`src/design/cpu8alu_pkg.sv`:
```
`timescale 1ns / 1ps
// ----------------------------------------------------------------------------
// cpu8alu_pkg: shared types and constants of the 8-bit ALU register step
// Operation codes, the register file record and the status byte packing.
// ----------------------------------------------------------------------------
package cpu8alu_pkg;

	// Operation codes carried on the command channel.
	typedef enum logic [5:0] {
		OP_ADC      = 6'd0,
		OP_SBC      = 6'd1,
		OP_AND      = 6'd2,
		OP_ORA      = 6'd3,
		OP_EOR      = 6'd4,
		OP_BIT      = 6'd5,
		OP_CMP      = 6'd6,
		OP_CPX      = 6'd7,
		OP_CPY      = 6'd8,
		OP_INX      = 6'd9,
		OP_INY      = 6'd10,
		OP_DEX      = 6'd11,
		OP_DEY      = 6'd12,
		OP_INC_MEM  = 6'd13,
		OP_DEC_MEM  = 6'd14,
		OP_TAX      = 6'd15,
		OP_TAY      = 6'd16,
		OP_TXA      = 6'd17,
		OP_TXS      = 6'd18,
		OP_TYA      = 6'd19,
		OP_ASL_A    = 6'd20,
		OP_ASL_MEM  = 6'd21,
		OP_LSR_A    = 6'd22,
		OP_LSR_MEM  = 6'd23,
		OP_ROL_A    = 6'd24,
		OP_ROL_MEM  = 6'd25,
		OP_ROR_A    = 6'd26,
		OP_ROR_MEM  = 6'd27,
		OP_LDA      = 6'd28,
		OP_LDX      = 6'd29,
		OP_LDY      = 6'd30,
		OP_LD_STAT  = 6'd31,
		OP_SEC      = 6'd32,
		OP_SEI      = 6'd33,
		OP_CLC      = 6'd34,
		OP_CLD      = 6'd35
	} op_e;

	// Architectural register file of the execute stage.
	typedef struct packed {
		logic [7:0] acc;
		logic [7:0] x;
		logic [7:0] y;
		logic [7:0] sp;
		logic       n;
		logic       v;
		logic       d;
		logic       i;
		logic       z;
		logic       c;
	} regs_t;

	// Register file after reset: everything clear except the I flag.
	localparam regs_t RegsReset = '{
		acc: 8'h00, x: 8'h00, y: 8'h00, sp: 8'h00,
		n: 1'b0, v: 1'b0, d: 1'b0, i: 1'b1, z: 1'b0, c: 1'b0
	};

	// Status byte bit positions (N V 1 0 D I Z C).
	localparam int unsigned StatN = 7;
	localparam int unsigned StatV = 6;
	localparam int unsigned StatOne = 5;
	localparam int unsigned StatZero = 4;
	localparam int unsigned StatD = 3;
	localparam int unsigned StatI = 2;
	localparam int unsigned StatZ = 1;
	localparam int unsigned StatC = 0;

	// Pack the flags into the status byte; bit 5 reads as one, bit 4 as zero.
	function automatic logic [7:0] pack_status(input regs_t r);
		pack_status = {r.n, r.v, 1'b1, 1'b0, r.d, r.i, r.z, r.c};
	endfunction

endpackage

```
`src/design/cpu8alu_if.sv`:
```
`timescale 1ns / 1ps
// ----------------------------------------------------------------------------
// cpu8alu_if: valid/ready channels of the 8-bit ALU register step
// Command channel (operation and operand) and response channel (result byte
// and the register file after the operation).
// ----------------------------------------------------------------------------
interface cpu8alu_cmd_if;
	logic       valid;
	logic       ready;
	logic [5:0] operation;
	logic [7:0] operand;

	modport source (output valid, output operation, output operand, input ready);
	modport sink (input valid, input operation, input operand, output ready);
endinterface

interface cpu8alu_rsp_if;
	logic       valid;
	logic       ready;
	logic [7:0] result;
	logic [7:0] acc_out;
	logic [7:0] x_out;
	logic [7:0] y_out;
	logic [7:0] sp_out;
	logic [7:0] status_out;

	modport source (
		output valid, output result, output acc_out, output x_out,
		output y_out, output sp_out, output status_out, input ready
	);
	modport sink (
		input valid, input result, input acc_out, input x_out,
		input y_out, input sp_out, input status_out, output ready
	);
endinterface

```
`src/design/cpu8alu_exec.sv`:
```
`timescale 1ns / 1ps
// ----------------------------------------------------------------------------
// cpu8alu_exec: single-pass execute logic
// Computes the next register file and the result byte of one operation from
// the current register file, the operation code and the operand.
// ----------------------------------------------------------------------------
module cpu8alu_exec
	import cpu8alu_pkg::*;
(
	input  logic [5:0] operation,
	input  logic [7:0] operand,
	input  regs_t      cur,
	output regs_t      nxt,
	output logic [7:0] result
);

	logic [7:0] add_m;
	logic [8:0] sum;
	logic [7:0] cmp_reg;
	logic [8:0] diff;
	logic [7:0] sh_in;
	logic [7:0] wb;
	logic       mem_op;

	// Shared adder for add and subtract; subtract adds the complement.
	assign add_m = (operation == OP_SBC) ? ~operand : operand;
	assign sum   = {1'b0, cur.acc} + {1'b0, add_m} + {8'd0, cur.c};

	// Shared comparator; bit 8 of the difference is the borrow.
	always_comb begin
		case (operation)
			OP_CPX:  cmp_reg = cur.x;
			OP_CPY:  cmp_reg = cur.y;
			default: cmp_reg = cur.acc;
		endcase
	end
	assign diff = {1'b0, cmp_reg} - {1'b0, operand};

	// Odd shift codes work on the operand, even ones on the accumulator.
	assign sh_in = operation[0] ? operand : cur.acc;

	// Main operation decode.
	always_comb begin
		nxt    = cur;
		wb     = 8'd0;
		mem_op = 1'b0;
		case (operation)
			OP_ADC, OP_SBC: begin
				nxt.acc = sum[7:0];
				nxt.c   = sum[8];
				nxt.v   = ~(cur.acc[7] ^ add_m[7]) & (cur.acc[7] ^ sum[7]);
			end
			OP_AND: nxt.acc = cur.acc & operand;
			OP_ORA: nxt.acc = cur.acc | operand;
			OP_EOR: nxt.acc = cur.acc ^ operand;
			OP_BIT: begin
				nxt.n = operand[7];
				nxt.v = operand[6];
				nxt.z = ((operand & cur.acc) == 8'd0);
			end
			OP_CMP, OP_CPX, OP_CPY: begin
				nxt.c = ~diff[8];
				wb    = diff[7:0];
			end
			OP_INX: nxt.x = cur.x + 8'd1;
			OP_INY: nxt.y = cur.y + 8'd1;
			OP_DEX: nxt.x = cur.x - 8'd1;
			OP_DEY: nxt.y = cur.y - 8'd1;
			OP_INC_MEM: begin
				wb     = operand + 8'd1;
				mem_op = 1'b1;
			end
			OP_DEC_MEM: begin
				wb     = operand - 8'd1;
				mem_op = 1'b1;
			end
			OP_TAX: nxt.x = cur.acc;
			OP_TAY: nxt.y = cur.acc;
			OP_TXA: nxt.acc = cur.x;
			OP_TXS: nxt.sp = cur.x;
			OP_TYA: nxt.acc = cur.y;
			OP_ASL_A, OP_ASL_MEM: begin
				nxt.c = sh_in[7];
				wb    = {sh_in[6:0], 1'b0};
			end
			OP_LSR_A, OP_LSR_MEM: begin
				nxt.c = sh_in[0];
				wb    = {1'b0, sh_in[7:1]};
			end
			OP_ROL_A, OP_ROL_MEM: begin
				nxt.c = sh_in[7];
				wb    = {sh_in[6:0], cur.c};
			end
			OP_ROR_A, OP_ROR_MEM: begin
				nxt.c = sh_in[0];
				wb    = {cur.c, sh_in[7:1]};
			end
			OP_LDA: nxt.acc = operand;
			OP_LDX: nxt.x = operand;
			OP_LDY: nxt.y = operand;
			OP_LD_STAT: begin
				nxt.n = operand[StatN];
				nxt.v = operand[StatV];
				nxt.d = operand[StatD];
				nxt.i = operand[StatI];
				nxt.z = operand[StatZ];
				nxt.c = operand[StatC];
			end
			OP_SEC: nxt.c = 1'b1;
			OP_SEI: nxt.i = 1'b1;
			OP_CLC: nxt.c = 1'b0;
			OP_CLD: nxt.d = 1'b0;
			default: ;
		endcase

		// Shifts of the accumulator write the shifted byte back to A.
		case (operation)
			OP_ASL_A, OP_LSR_A, OP_ROL_A, OP_ROR_A: nxt.acc = wb;
			OP_ASL_MEM, OP_LSR_MEM, OP_ROL_MEM, OP_ROR_MEM: mem_op = 1'b1;
			default: ;
		endcase

		// N and Z follow the byte that the operation produced.
		case (operation)
			OP_ADC, OP_SBC, OP_AND, OP_ORA, OP_EOR, OP_TXA, OP_TYA, OP_LDA,
			OP_ASL_A, OP_LSR_A, OP_ROL_A, OP_ROR_A: begin
				nxt.n = nxt.acc[7];
				nxt.z = (nxt.acc == 8'd0);
			end
			OP_INX, OP_DEX, OP_TAX, OP_LDX: begin
				nxt.n = nxt.x[7];
				nxt.z = (nxt.x == 8'd0);
			end
			OP_INY, OP_DEY, OP_TAY, OP_LDY: begin
				nxt.n = nxt.y[7];
				nxt.z = (nxt.y == 8'd0);
			end
			OP_CMP, OP_CPX, OP_CPY, OP_INC_MEM, OP_DEC_MEM,
			OP_ASL_MEM, OP_LSR_MEM, OP_ROL_MEM, OP_ROR_MEM: begin
				nxt.n = wb[7];
				nxt.z = (wb == 8'd0);
			end
			default: ;
		endcase
	end

	assign result = mem_op ? wb : nxt.acc;

endmodule

```
`src/design/cpu8_alu_register_step_core.sv`:
```
`timescale 1ns / 1ps
// ----------------------------------------------------------------------------
// cpu8_alu_register_step_core: execute stage of an 8-bit CPU, binary mode
// Holds A, X, Y, SP and the flags and applies one operation per command beat.
// ----------------------------------------------------------------------------
// A command beat is registered in the command register, executed against the
// register file and moved into the response register, which offers its
// response beat (result byte plus the full register file after the
// operation). One command is taken every cycle as long as the response side
// keeps up; the response register and the command register each hold one
// beat, so a stalled response holds at most one further command. After reset
// A, X, Y and SP are zero and only the I flag is set. Add and subtract are
// binary even with D set.
// ----------------------------------------------------------------------------
module cpu8_alu_register_step_core
	import cpu8alu_pkg::*;
(
	input  logic          clk,
	input  logic          arst_n,
	cpu8alu_cmd_if.sink   cmd,
	cpu8alu_rsp_if.source rsp
);

	logic       valid_s1;
	logic [5:0] operation_s1;
	logic [7:0] operand_s1;
	regs_t      regs_q;
	regs_t      regs_nxt;
	logic [7:0] result_nxt;
	logic       valid_s2;
	logic [7:0] result_s2;
	regs_t      regs_s2;
	logic       advance;

	// The executing beat moves on when the response register is free.
	assign advance   = ~valid_s2 | rsp.ready;
	assign cmd.ready = ~valid_s1 | advance;

	// Command register control.
	always_ff @(posedge clk or negedge arst_n) begin
		if (!arst_n) begin
			valid_s1 <= 1'b0;
		end else if (cmd.ready) begin
			valid_s1 <= cmd.valid;
		end
	end

	// Command register payload.
	always_ff @(posedge clk) begin
		if (cmd.ready && cmd.valid) begin
			operation_s1 <= cmd.operation;
			operand_s1   <= cmd.operand;
		end
	end

	cpu8alu_exec u_exec (
		.operation (operation_s1),
		.operand   (operand_s1),
		.cur       (regs_q),
		.nxt       (regs_nxt),
		.result    (result_nxt)
	);

	// Register file commits when the executing beat moves to the response.
	always_ff @(posedge clk or negedge arst_n) begin
		if (!arst_n) begin
			regs_q <= RegsReset;
		end else if (valid_s1 && advance) begin
			regs_q <= regs_nxt;
		end
	end

	// Response register control.
	always_ff @(posedge clk or negedge arst_n) begin
		if (!arst_n) begin
			valid_s2 <= 1'b0;
		end else if (advance) begin
			valid_s2 <= valid_s1;
		end
	end

	// Response register payload.
	always_ff @(posedge clk) begin
		if (valid_s1 && advance) begin
			result_s2 <= result_nxt;
			regs_s2   <= regs_nxt;
		end
	end

	assign rsp.valid      = valid_s2;
	assign rsp.result     = result_s2;
	assign rsp.acc_out    = regs_s2.acc;
	assign rsp.x_out      = regs_s2.x;
	assign rsp.y_out      = regs_s2.y;
	assign rsp.sp_out     = regs_s2.sp;
	assign rsp.status_out = pack_status(regs_s2);

endmodule

```
`src/flat_wrapper.sv`:
```
// flat-port wrapper written by rule: the top's interface ports become plain ports
module cpu8_alu_register_step_core_flat import cpu8alu_pkg::*;
  (clk, arst_n, cmd_valid, cmd_operation, cmd_operand, cmd_ready, rsp_valid, rsp_result, rsp_acc_out, rsp_x_out, rsp_y_out, rsp_sp_out, rsp_status_out, rsp_ready);
  cpu8alu_cmd_if cmd_i ();
  cpu8alu_rsp_if rsp_i ();
  input  logic clk;
  input  logic arst_n;
  input wire logic [$bits(cmd_i.valid)-1:0] cmd_valid;
  input wire logic [$bits(cmd_i.operation)-1:0] cmd_operation;
  input wire logic [$bits(cmd_i.operand)-1:0] cmd_operand;
  output wire logic [$bits(cmd_i.ready)-1:0] cmd_ready;
  output wire logic [$bits(rsp_i.valid)-1:0] rsp_valid;
  output wire logic [$bits(rsp_i.result)-1:0] rsp_result;
  output wire logic [$bits(rsp_i.acc_out)-1:0] rsp_acc_out;
  output wire logic [$bits(rsp_i.x_out)-1:0] rsp_x_out;
  output wire logic [$bits(rsp_i.y_out)-1:0] rsp_y_out;
  output wire logic [$bits(rsp_i.sp_out)-1:0] rsp_sp_out;
  output wire logic [$bits(rsp_i.status_out)-1:0] rsp_status_out;
  input wire logic [$bits(rsp_i.ready)-1:0] rsp_ready;
  assign cmd_i.valid = cmd_valid;
  assign cmd_i.operation = cmd_operation;
  assign cmd_i.operand = cmd_operand;
  assign cmd_ready = cmd_i.ready;
  assign rsp_valid = rsp_i.valid;
  assign rsp_result = rsp_i.result;
  assign rsp_acc_out = rsp_i.acc_out;
  assign rsp_x_out = rsp_i.x_out;
  assign rsp_y_out = rsp_i.y_out;
  assign rsp_sp_out = rsp_i.sp_out;
  assign rsp_status_out = rsp_i.status_out;
  assign rsp_i.ready = rsp_ready;
  cpu8_alu_register_step_core u_core (.clk(clk), .arst_n(arst_n), .cmd(cmd_i), .rsp(rsp_i));
endmodule
```
`config.mk`:
```
export PLATFORM = sky130hd
export DESIGN_NAME = cpu8_alu_register_step_core_flat
export DESIGN_NICKNAME = d
export VERILOG_FILES = /design/src/design/cpu8alu_pkg.sv /design/src/design/cpu8alu_if.sv /design/src/design/cpu8alu_exec.sv /design/src/design/cpu8_alu_register_step_core.sv /design/src/flat_wrapper.sv
export SDC_FILE = /design/constraint.sdc
export NUM_CORES = 1
export LEC_CHECK = 0
export BUFFER_PORTS_ARGS = -buffer_cell sky130_fd_sc_hd__buf_2
export CAP_MARGIN = 20
export CORE_MARGIN = 3
export CORE_UTILIZATION = 30
export CTS_CLUSTER_DIAMETER = 50
export CTS_CLUSTER_SIZE = 30
export DETAILED_ROUTE_END_ITERATION = 7
export PLACE_DENSITY = 0.48
export SLEW_MARGIN = 10
export SYNTH_ARGS = -nofsm -noshare
export SYNTH_HDL_FRONTEND = slang
export SYNTH_SLANG_ARGS = --single-unit
```
`constraint.sdc`:
```
create_clock -name clk -period 5.76 [get_ports clk]
set_clock_uncertainty 0.1 [all_clocks]
set_input_delay 0.576 -clock clk [delete_from_list [all_inputs] [get_ports clk]]
set_output_delay 0.576 -clock clk [all_outputs]
set_load 0.01 [all_outputs]
```
== After elaboration in Yosys (flattened, before gate mapping) ==
Cells that the tools add are included.

* Register bits after elaboration: 100
* Output and inout port bits: 50
* Logic and storage cells: 126

* Add/sub/neg operators: 9
* Equal/unequal tests: 35
* Multiplexer cells: 20
* Bitwise logic cells: 13
* Reduce and logical (&&, ||, !) cells: 24

{| class="wikitable"
|+ Operators with widths
! operator !! number
|-
| $pmux W8 S7 || 2
|-
| $eq A6 B5 Y1 const B || 16
|-
| $pmux W8 S4 || 2
|-
| $eq A6 B4 Y1 const B || 8
|-
| $logic_not A8 Y1 || 5
|-
| $mux W8 || 5
|-
| $add A8 B1 Y8 const B || 3
|-
| $eq A6 B3 Y1 const B || 4
|-
| $eq A6 B6 Y1 const B || 4
|-
| $reduce_or A4 Y1 || 6
|-
| $sub A8 B1 Y8 const B || 3
|-
| $pmux W8 S2 || 1
|-
| $reduce_or A2 Y1 || 7
|-
| $eq A6 B2 Y1 const B || 2
|-
| $reduce_or A12 Y1 || 1
|-
| $add A8 B8 Y9 || 1
|-
| $add A9 B1 Y9 || 1
|-
| $reduce_or A9 Y1 || 1
|-
| $sub A8 B8 Y9 || 1
|-
| $and A8 B8 Y8 || 1
|-
| $not A8 Y8 || 1
|-
| $or A8 B8 Y8 || 1
|-
| $pmux W1 S2 || 4
|-
| $pmux W1 S4 || 2
|-
| other kinds (11) || 19
|}

== Logic depth before layout (Yosys ltp) ==
Gate-level depths: netlist of the first run.

* Depth in word-level cells: 8
* Depth in mapped cells: 19
* Depth with buffers taken out: 16

== Cells and area by module ==
A second synthesis of the first run with hierarchy kept.

* Cell total of the unflattened synthesis: 733
* Area, all modules: 7,612.3 µm²

{| class="wikitable"
|+ Modules (own cells, without submodules)
! module !! instances !! cells an instance !! area each (µm²) !! sequential area each (µm²)
|-
| cpu8alu_exec || 1 || 580 || 4,237.8 || 0.0
|-
| cpu8_alu_register_step_core || 1 || 153 || 3,374.5 || 2,803.9
|}

== Least setup slack after synthesis of the first run ==
OpenSTA, ideal clock, no wires.

* Kind: reg2reg
* Start point: reg u_core.operation_s1[3]
* End point: reg u_core.regs_q[1] in the netlist's numbering
* Data arrival time: 4.042 ns
* Required time: 5.535 ns
* Path slack: 1.493 ns
* Cell stages (with the launch flop): 18
* Period minus slack after synthesis: 4.267 ns
* Cell sequence: edfxtp_1 buf_6 or4b_1 nor2_1 nor2_1 a21oi_1 ha_1 inv_1 fa_1 a211oi_1 o21ai_0 and3_1 o31ai_1 a21oi_1 a32o_1 nand4_1 a31oi_2 mux2_2

{| class="wikitable"
|+ RTL lines
! what !! line !! text
|-
| start: declaration || cpu8_alu_register_step_core.sv:25 || <nowiki>logic [5:0] operation_s1;</nowiki>
|-
| start signal: assignment || cpu8_alu_register_step_core.sv:51 || <nowiki>operation_s1 <= cmd.operation;</nowiki>
|-
| end signal: assignment || cpu8_alu_register_step_core.sv:67 || <nowiki>regs_q <= RegsReset;</nowiki>
|-
| end signal: assignment || cpu8_alu_register_step_core.sv:69 || <nowiki>regs_q <= regs_nxt;</nowiki>
|-
| end: declaration || cpu8_alu_register_step_core.sv:27 || <nowiki>regs_t regs_q;</nowiki>
|}

==> metrics, run 1 <==
WHS 257 ps; number of synthesized register bits 100; register area share after synthesis 37.8%; VDD IR-drop max 0.121 mV; Hold/Removal Path Class in -> async; clock buffer count from CTS 9; clock latency on the worst-skew pair 370 ps; Ports around 70; worst-margin pin slew ~1100 ps; Avg Cell Area, Syn slightly below 10 µm²; DRC Markers 0; Final Wtd Congestion between 0.9 and 1; launching point of the worst reg2reg path u_core.operation_s1[3]; Lkg Pwr between 3 and 4 nW; FF-to-FF setup slack 890 ps; CP required around 6000 ps; Critical Path Source Type flip-flop; Post-Synth XOR/XNOR Area around 4.1%; Syn Inst Count 756; vias in the first global route approximately 6000; Setup TNS Final 0 ps; Final ANT Viol Nets 0; Setup Buffers After CTS 0; CP max FO 21; post-synthesis mux area share a little under 6%; Synth Area in Compound Gates about a fifth; critical path data arrival time 5070 ps; CP Cell Sequence or4b_1, nor2_1, buf_4, nor2_1, a21oi_1, ha_1, inv_1, fa_1, a211oi_1, nor2_1, xor2_1, a21oi_1, a21oi_1, a2111oi_2, nand4_1, a31oi_2, mux2_2; final hold viol count 0; Core ar. around 24000 µm²; layout cells sized above 1 17.5%; ranking of synthesized cells by area edfxtp_1, dfrtp_1, ha_1; CTS tree built; RSZ-0062 raised after global routing false; Critical Path End u_core.regs_q[1]; CTS Sinks 100; Synth top cells by count nand2_1, edfxtp_1, ha_1; Initial Util 31.1%; PortBufs 65; initial antenna violation count 0; Max Fclk 205 MHz; die area 26700 µm²; Total GRT Usage 18.5%; wire per inst 21.8 µm; Post-Layout Cell Count about 1100; Power Density ~340 nW/µm²; Hold-fix buffers, CTS 0; leading area contributor after synthesis edfxtp_1; first-pass GRT wire length 37.5 mm; Synth warnings 0; Post-synth EDFFs 60; final worst-path cycle share 84.6%; Layout area overhead 12.3%; routed vias/inst 5.54; cell at the root of the clock tree clkbuf_16; Worst R2R End u_core.regs_q[1]; CP max stage delay 710 ps; via count 6264; post-CTS resize count 0; DRT iter0 DRCs 472; DP HPWL 18.1 mm; number of max-cap violations 0; Die H 163 µm; chip width 163 µm; synth unique cells 83; kind of end point of the critical path flip-flop; register area 2800 µm²; Layout Utilization 34.9%; R2R cell count 17; largest family of logic cells by synthesized area compound AO/OA/AOI/OAI gates; Final Critical Period 4870 ps; Post-Synth Adder-Cell Area 10.1%; synthesized area 7420 µm²; syn_nets 830; Placed Cells 1113; H-tree levels 3; Async SR Flop Fraction 40.0%; Clock Path Buffers 2; simple-gate share of the synthesized area 16.7%; Setup CP Type reg -> reg; total gr overflow 0; Yosys top cell area share 24.3%; Multi-input gate area roughly 4200 µm²; Setup-failing EPs final 0; outcome finished clean; drt pass-1 iters 6; CP max stage cell or4b_1; Final Max Tran Viols 0; # fillers about 2400; count leader, synth nand2_1; largest net degree at the start of global routing between 40 and 50; register clock-pin slew on the reported worst setup and hold paths 80 ps; Placement Rows 56; Routed WL 24.6 mm; Top FF cell, synth edfxtp_1; nets 880; diodes inserted 0; Rel. slew slack approximately 29%; crit path from u_core.operation_s1[3]
## worst min-delay path by stage
stage	start	slack [ps]	to
after detailed placement	u_core.regs_q[10]	360	u_core.regs_q[10]
final	arst_n	260	u_core.regs_q[11]
after global placement	u_core.regs_q[6]	350	u_core.regs_q[6]
after CTS	cmd_operation[4]	270	u_core.operation_s1[4]
after floorplan	arst_n	180	u_core.regs_q[0]
after global routing	cmd_operation[2]	270	u_core.operation_s1[2]
## metrics by stage
stage | total power, mW | cell area, µm² | worst slack (ps)
2_1_floorplan | 1.81 | 7420 | 1490
3_3_place_gp | 2.21 | 8030 | 1040
3_5_place_dp | 2.21 | 8030 | 953
4_1_cts | 2.87 | 8330 | 931
5_1_grt | 3.02 | 8340 | 606
6_report | 2.86 | 8340 | 888
## cell type report
cell class / instances / share of cell area, %
clock buffers: 11 / 2.91
clock inverters: 5 / 0.705
inverters: 51 / 2.30
multi-input cells: 567 / 50.7
flip-flops and latches: 100 / 33.6
well taps: 319 / 4.79
repair buffers: 77 / 4.95
## cell usage in the layout (no fill, tap or decap), types with 6 or more instances in the layout
cell       count
a21o_1        10
a21oi_1       28
o22ai_1        9
mux4_2         7
inv_1         49
edfxtp_1      60
fa_1           6
o21ai_0       45
mux2i_1        8
a22o_1        14
and3_1         8
xnor2_1       24
a222oi_1       8
nand3_1       15
buf_4         11
nor2b_1        6
clkbuf_16      9
a22oi_1       14
xor2_1         8
o31ai_1        7
nor3_1        15
mux2_2        18
nand4_1        7
ha_1          50
dfrtp_1       39
nand2b_1       9
a211oi_1      13
buf_2         65
nor2_1        34
nand2_1       93
a31oi_1        8
## where the power goes
group	internal, mW	total [mW]	switching (mW)
clock network	0.351	0.646	0.295
logic	0.437	1.02	0.582
registers	0.948	1.19	0.244
## layer usage
| layer | vias up | global-route usage [%] | part of all wire [%] | wire (µm) |
|---|---|---|---|---|
| li1 | 2918 | - | - | - |
| met1 | 3075 | 27.0 | 47 | 11600 |
| met2 | 229 | 28.4 | 45 | 11000 |
| met3 | 42 | 2.97 | 5.9 | 1460 |
| met4 | 0 | 5.38 | 2.1 | 505 |
| met5 | - | 0 | 0 | 0 |
## state kept, by name, indices dropped and copies added (netlist names)
signal	cells
u_core.operand_s1	8
u_core.operation_s1	6
u_core.regs_q	38
u_core.rsp.acc_out	8
u_core.rsp.result	8
u_core.rsp.sp_out	8
u_core.rsp.status_out	6
u_core.rsp.valid	1
u_core.rsp.x_out	8
u_core.rsp.y_out	8
u_core.valid_s1	1
## logic make-up after synthesis
logic type               after synthesis
adder cells (fa/ha/maj)               56
AND/OR/NAND/NOR                      237
XOR/XNOR                              33
AO/OA/AOI/OAI                        206
multiplexers                          33
flip-flops                           100
buffers and inverters                 89
other                                  2
## worst max-delay path: cells and delay by family (launching register included)
family | cells | cell delay (ps)
compound gates | 6 | 1610
simple gates | 5 | 1250
flops | 1 | 670
fa+ha+maj | 2 | 610
buf+inv | 2 | 220
mux | 1 | 170
xor+xnor | 1 | 150
(Power assumes the default switching activity.)
==> run 2: changes to the inputs <==
- ABC_AREA: unset -> 1
- clock period: 5.76 -> 4.5 ns (I/O delays scaled with it)
==> run 2 against run 1 <==
Effect of this change:
- worst hold slack worse by 200 ps
- non-clock buffer count up 1
- largest cell class unchanged
- clock-buffer cell count down 2
- sequential share of layout area down 2.1 points
- clock power up 26%
- wire length up 17%
- register-to-register slack worse by 220 ps
- power up 50%
- die area up 5.7%
==> metrics, run 2 <==
outcome finished clean; clock latency on the worst-skew pair 380 ps; Final Max Tran Viols 0; Routed WL 28.7 mm; VDD IR-drop max 0.217 mV; Max Fclk 261 MHz; die area approximately 28000 µm²; RSZ-0062 raised after global routing false; Power Density around 480 nW/µm²; vias in the first global route 7411; wire per inst roughly 19 µm; diodes inserted 0; Post-Synth XOR/XNOR Area 1.34%; Synth Area in Compound Gates ~10%; post-synthesis mux area share 0%; synthesized area 7860 µm²; routed vias/inst 5.10; Lkg Pwr 4.48 nW; Final Critical Period 3830 ps; Final ANT Viol Nets 0; CTS Sinks 100; CP required 4710 ps; kind of end point of the critical path flip-flop; Place WS 726 ps; Synth top cells by count nand2_1, inv_1, nand3_1; via count 7707; Placement Rows 58; Synth warnings 0; Clock Path Buffers 2; final worst slack 672 ps; count leader, synth nand2_1; Rel. slew slack 50.1%; DP HPWL approximately 22 mm; first-pass GRT wire length 43.9 mm; Syn Inst Count 1110; layout cells sized above 1 11.4%; clock buffer count from CTS 9; overall power 4.29 mW; post-CTS resize count 0; synth unique cells 41; Biggest register u_core.regs_q; number of synthesized register bits 100; largest net degree at the start of global routing 65; Core ar. roughly 25000 µm²; DRC Markers 0; DRT iter0 DRCs 730; number of max-cap violations 0; Setup CP Type reg -> reg; H-tree levels 3; Top FF cell, synth edfxtp_1; largest family of logic cells by synthesized area simple AND/OR/NAND/NOR gates; Final Wtd Congestion ~0.96; Yosys top cell area share roughly 23%; nets 1251; initial antenna violation count 1; CTS tree built; critical path data arrival time 4040 ps; final hold viol count 0; Setup TNS Final 0 ps; max FFs per register 38; worst-margin pin slew 749 ps; cell at the root of the clock tree clkbuf_16; Setup-failing EPs final 0; Hold/Removal Path Class in -> async; most frequent cells in the layout nand2_1, inv_1, nand3_1; Avg Cell Area, Syn about 7.1 µm²; total gr overflow 0; register clock-pin slew on the reported worst setup and hold paths 80 ps; Post-synth EDFFs 60; final worst-path cycle share 85.1%; Initial Util 30.9%; syn_nets 1184; Layout area overhead 13.1%; Critical Path Source Type flip-flop; PortBufs 65; chip width 168 µm; Die H 168 µm; register area 2800 µm²; most common cell after layout, fill and taps aside nand2_1; register area share after synthesis 35.7%; CP max FO 19; Layout Utilization 34.9%; Hold-fix buffers, CTS 0; simple-gate share of the synthesized area 34.5%; Async SR Flop Fraction 40.0%; Total GRT Usage 20.2%; Ports slightly below 70; leading area contributor after synthesis edfxtp_1; Setup Buffers After CTS 0; Post-Synth Adder-Cell Area 9.49%; Multi-input gate area 4350 µm²; # fillers 2780; drt pass-1 iters 5; ranking of synthesized cells by area edfxtp_1, nand2_1, dfrtp_1
## run 2: layout make-up
class / count / share of cell area (%)
Tap cell: 330 / 4.65
Timing Repair Buffer: 78 / 4.76
Clock inverter: 7 / 0.831
Clock buffer: 9 / 2.53
Multi-Input combinational cell: 830 / 49.0
Inverter: 158 / 6.69
Sequential cell: 100 / 31.6
## run 2: logic make-up (layout without fill, tap and decap cells)
group	count (synthesis)	in the layout
DFF	100	100
adders and majority gates	56	56
AOI/OAI and AO/OA	139	139
buffers and inverters	180	252
xor gates and xnor gates	12	12
and+or+nand+nor	621	621
other	2	2
## run 2: worst paths after layout
path,end,slack [ps],depth (start not counted),from
min in group clk,u_core.operand_s1[7],150,1,cmd_operand[7]
worst min-delay path,u_core.regs_q[7],60,2,arst_n
worst max-delay path,u_core.regs_q[1],670,22,u_core.operation_s1[0]
worst max register to register,u_core.regs_q[1],670,22,u_core.operation_s1[0]
max in group asynchronous,u_core.regs_q[36],3800,2,arst_n
worst min register to register,u_core.regs_q[2],380,2,u_core.regs_q[2]
## run 2: report_power, final
group / switching [mW] / internal [mW]
Combinational: 1.28 / 0.625
Sequential: 0.266 / 1.30
Clock: 0.420 / 0.396
Total: 1.97 / 2.32
## run 2: worst max-delay path, cell delays in order (launching register included)
cell and delay, ps:
edfxtp_1 470, buf_4 290, nand2_1 120, nor2_1 230, nand2_1 330, xor2_1 260
fa_1 460, inv_1 90, fa_1 220, inv_1 70, nand2_1 90, nand3b_1 80
nand3_1 80, nand2_1 50, inv_1 60, nand3_1 50, nand2_1 80, nand2_1 100
nor2_1 170, nand4_1 110, nand4_1 100, nand2_1 60, nand2_1 80
## run 2: stage by stage
stage,hold WS (ps),std cells,area (µm²)
floorplan,54.4,1110,7860
global placement,361,1496,8590
detailed placement,365,1496,8590
CTS,85.3,1512,8890
global route,101,1512,8890
finish,58.2,1512,8890
## run 2: routing by layer
metal | routed length, µm | track usage (%) | share of wire, % | vias up
li1 | - | - | - | 3764
met1 | 13200 | 28.1 | 46 | 3587
met2 | 12300 | 30.9 | 43 | 284
met3 | 1950 | 3.97 | 6.8 | 70
met4 | 1190 | 8.29 | 4.2 | 2
met5 | 12 | 0 | 0.042 | -
==> run 3: changes to the inputs <==
- RECOVER_POWER: unset -> 100
==> run 3 against run 2 <==
Effect of this change:
- final cell count did not move
- non-clock buffer count did not move
- sequential power barely moved
- the flow now finishes with violations (max-capacitance violations, max-slew violations)
- via count barely moved
- largest cell class unchanged
- wire length fell by 0.18%
- critical path depth rose by 1
- power fell by 0.53%
- flip-flop and latch count did not move
- first-iteration DRC count fell by 7.3%
- cell area fell by 1.0%
- combinational power fell by 2%
- clock power barely moved
==> metrics, run 3 (synthesis results as in run 2) <==
Placed Area 8590 µm²; CP max stage cell edfxtp_1; Setup Buffers After CTS 0; FF-to-FF setup slack 640 ps; register clock-pin slew on the reported worst setup and hold paths 80 ps; gr busiest metal met2; Core ar. around 25000 µm²; Routed WL 28.6 mm; Lkg Pwr between 4 and 5 nW; Hold-fix buffers, CTS 0; buffers plus inverters on the worst setup path 4; kind of end point of the critical path flip-flop; Final Critical Period 3860 ps; Final ANT Viol Nets 0; Clock Path Buffers 2; Setup TNS Final 0 ps; design area 8800 µm²; CP Cell Sequence buf_4, nand2_1, nor2_1, nand2_1, xor2_1, fa_1, inv_1, fa_1, inv_1, nand2_1, nand2_1, nand2_1, nand3_1, nand2_1, inv_1, nand3_1, nand2_1, nand2_1, nor2_1, nand4_1, nand4_1, nand2_1, nand2_1; Hold/Removal Path Class in -> reg; PortBufs 65; CP required 4700 ps; vias in the first global route 7411; diodes inserted 0; initial antenna violation count 1; Final Wtd Congestion 0.959; H-tree levels 3; chip width 168 µm; routed vias/inst 5.10; Rel. slew slack -72.3%; Power Density 485 nW/µm²; most frequent cells in the layout nand2_1, inv_1, nand3_1; CP most frequent cell nand2_1; cell internal pwr 2.29 mW; Initial Util 30.9%; most common cell after layout, fill and taps aside nand2_1; CP max stage delay 470 ps; CTS tree built; Comb power frac a little over two fifths; failing checks max-capacitance violations, max-slew violations; Setup CP Type reg -> reg; final worst-path cycle share approximately 86%; Biggest register u_core.regs_q; CTS Sinks 100; via count 7709; Clock power frac 19.2%; critical path data arrival time 4060 ps; Placement Rows 58; met3 GRT Util 3.97%; GR Util met2 30.9%; Final Max Tran Viols between 40 and 50; Max Fclk 259 MHz; # fillers 2806; DRT iter0 DRCs a little under 700; largest net degree at the start of global routing between 60 and 70; layout cells sized above 1 6.68%; CP max FO 19; total gr overflow 0; Setup-failing EPs final 0; Ports 68; cell at the root of the clock tree clkbuf_16; max FFs per register 38; Die H 168 µm; number of max-cap violations 1; clock buffer count from CTS 9; clock latency on the worst-skew pair 370 ps; worst-margin pin slew between 2000 and 3000 ps; Layout area overhead 11.9%; wire per inst 18.9 µm; CP top delay family simple AND/OR/NAND/NOR gates; Total GRT Usage 20.2%; Sw Share 46.3%; outcome finished with violations; first-pass GRT wire length about 44 mm; Critical Path Source Type flip-flop; drt pass-1 iters 5; NetSw 1.98 mW; post-CTS resize count 0; VDD IR-drop max 0.214 mV; part of the power in registers 37.0%; RSZ-0062 raised after global routing false; DRC Markers 0; final hold viol count 0; met1 global-route usage 28.1%; die area 28200 µm²; DP HPWL 22.2 mm; nets approximately 1300
[run 3: changes by cell type in the layout (fill, tap and decap cells not counted), sizes merged]
cell,delta
buf,-52
clkbuf,+52
clkinv,-1
clkinvlp,+1
[run 3: worst register-to-register path, cell delays in order (launching register included)]
cell and delay (ps):
edfxtp_1 470, buf_4 290, nand2_1 130, nor2_1 230
nand2_1 330, xor2_1 290, fa_1 230, inv_1 60
fa_1 440, inv_1 90, nand2_1 70, nand2_1 60
nand2_1 50, nand3_1 60, nand2_1 50, inv_1 60
nand3_1 60, nand2_1 80, nand2_1 100, nor2_1 170
nand4_1 120, nand4_1 100, nand2_1 60, nand2_1 100
[run 3: final timing paths]
path / startpoint / cells after the start / to
setup / recovery: u_core.operation_s1[0] / 23 / u_core.regs_q[1]
min in group asynchronous: arst_n / 2 / u_core.regs_q[7]
hold reg to reg: u_core.regs_q[2] / 2 / u_core.regs_q[2]
hold / removal: cmd_operand[7] / 1 / u_core.operand_s1[7]
max in group asynchronous: arst_n / 2 / u_core.regs_q[32]
setup reg to reg: u_core.operation_s1[0] / 23 / u_core.regs_q[1]
[run 3: power groups by stage]
stage,logic (mW),clock network [mW],registers (mW)
after global placement,1.90,0,1.59
final,1.87,0.818,1.58
after CTS,1.90,0.843,1.57
after global routing,2.12,0.877,1.61
after detailed placement,1.89,0,1.58
after floorplan,1.20,0,1.54
[run 3: layout make-up]
cell class / instances / area, µm² / share of cell area [%]
Clock buffer: 9 / 225 / 2.56
Clock inverter: 7 / 73.8 / 0.839
Inverter: 158 / 594 / 6.76
Multi-Input combinational cell: 830 / 4330 / 49.3
Sequential cell: 100 / 2800 / 31.9
Tap cell: 330 / 413 / 4.69
Timing Repair Buffer: 78 / 352 / 4.00
[run 3: routing by layer]
metal	routed length (µm)	up-vias
li1	-	3767
met1	13200	3619
met2	12300	256
met3	1910	65
met4	1210	2
met5	12	-
[run 3: metrics by stage]
step	hold slack, ps	setup WS, ps	instances	util (%)	total power, mW
floorplan	54.4	1220	1110	-	2.73
global placement	361	847	1496	33.7	3.48
detailed placement	365	726	1496	33.7	3.47
CTS	85.3	703	1512	34.9	4.31
global route	142	299	1512	34.5	4.61
finish	147	640	1512	34.5	4.27
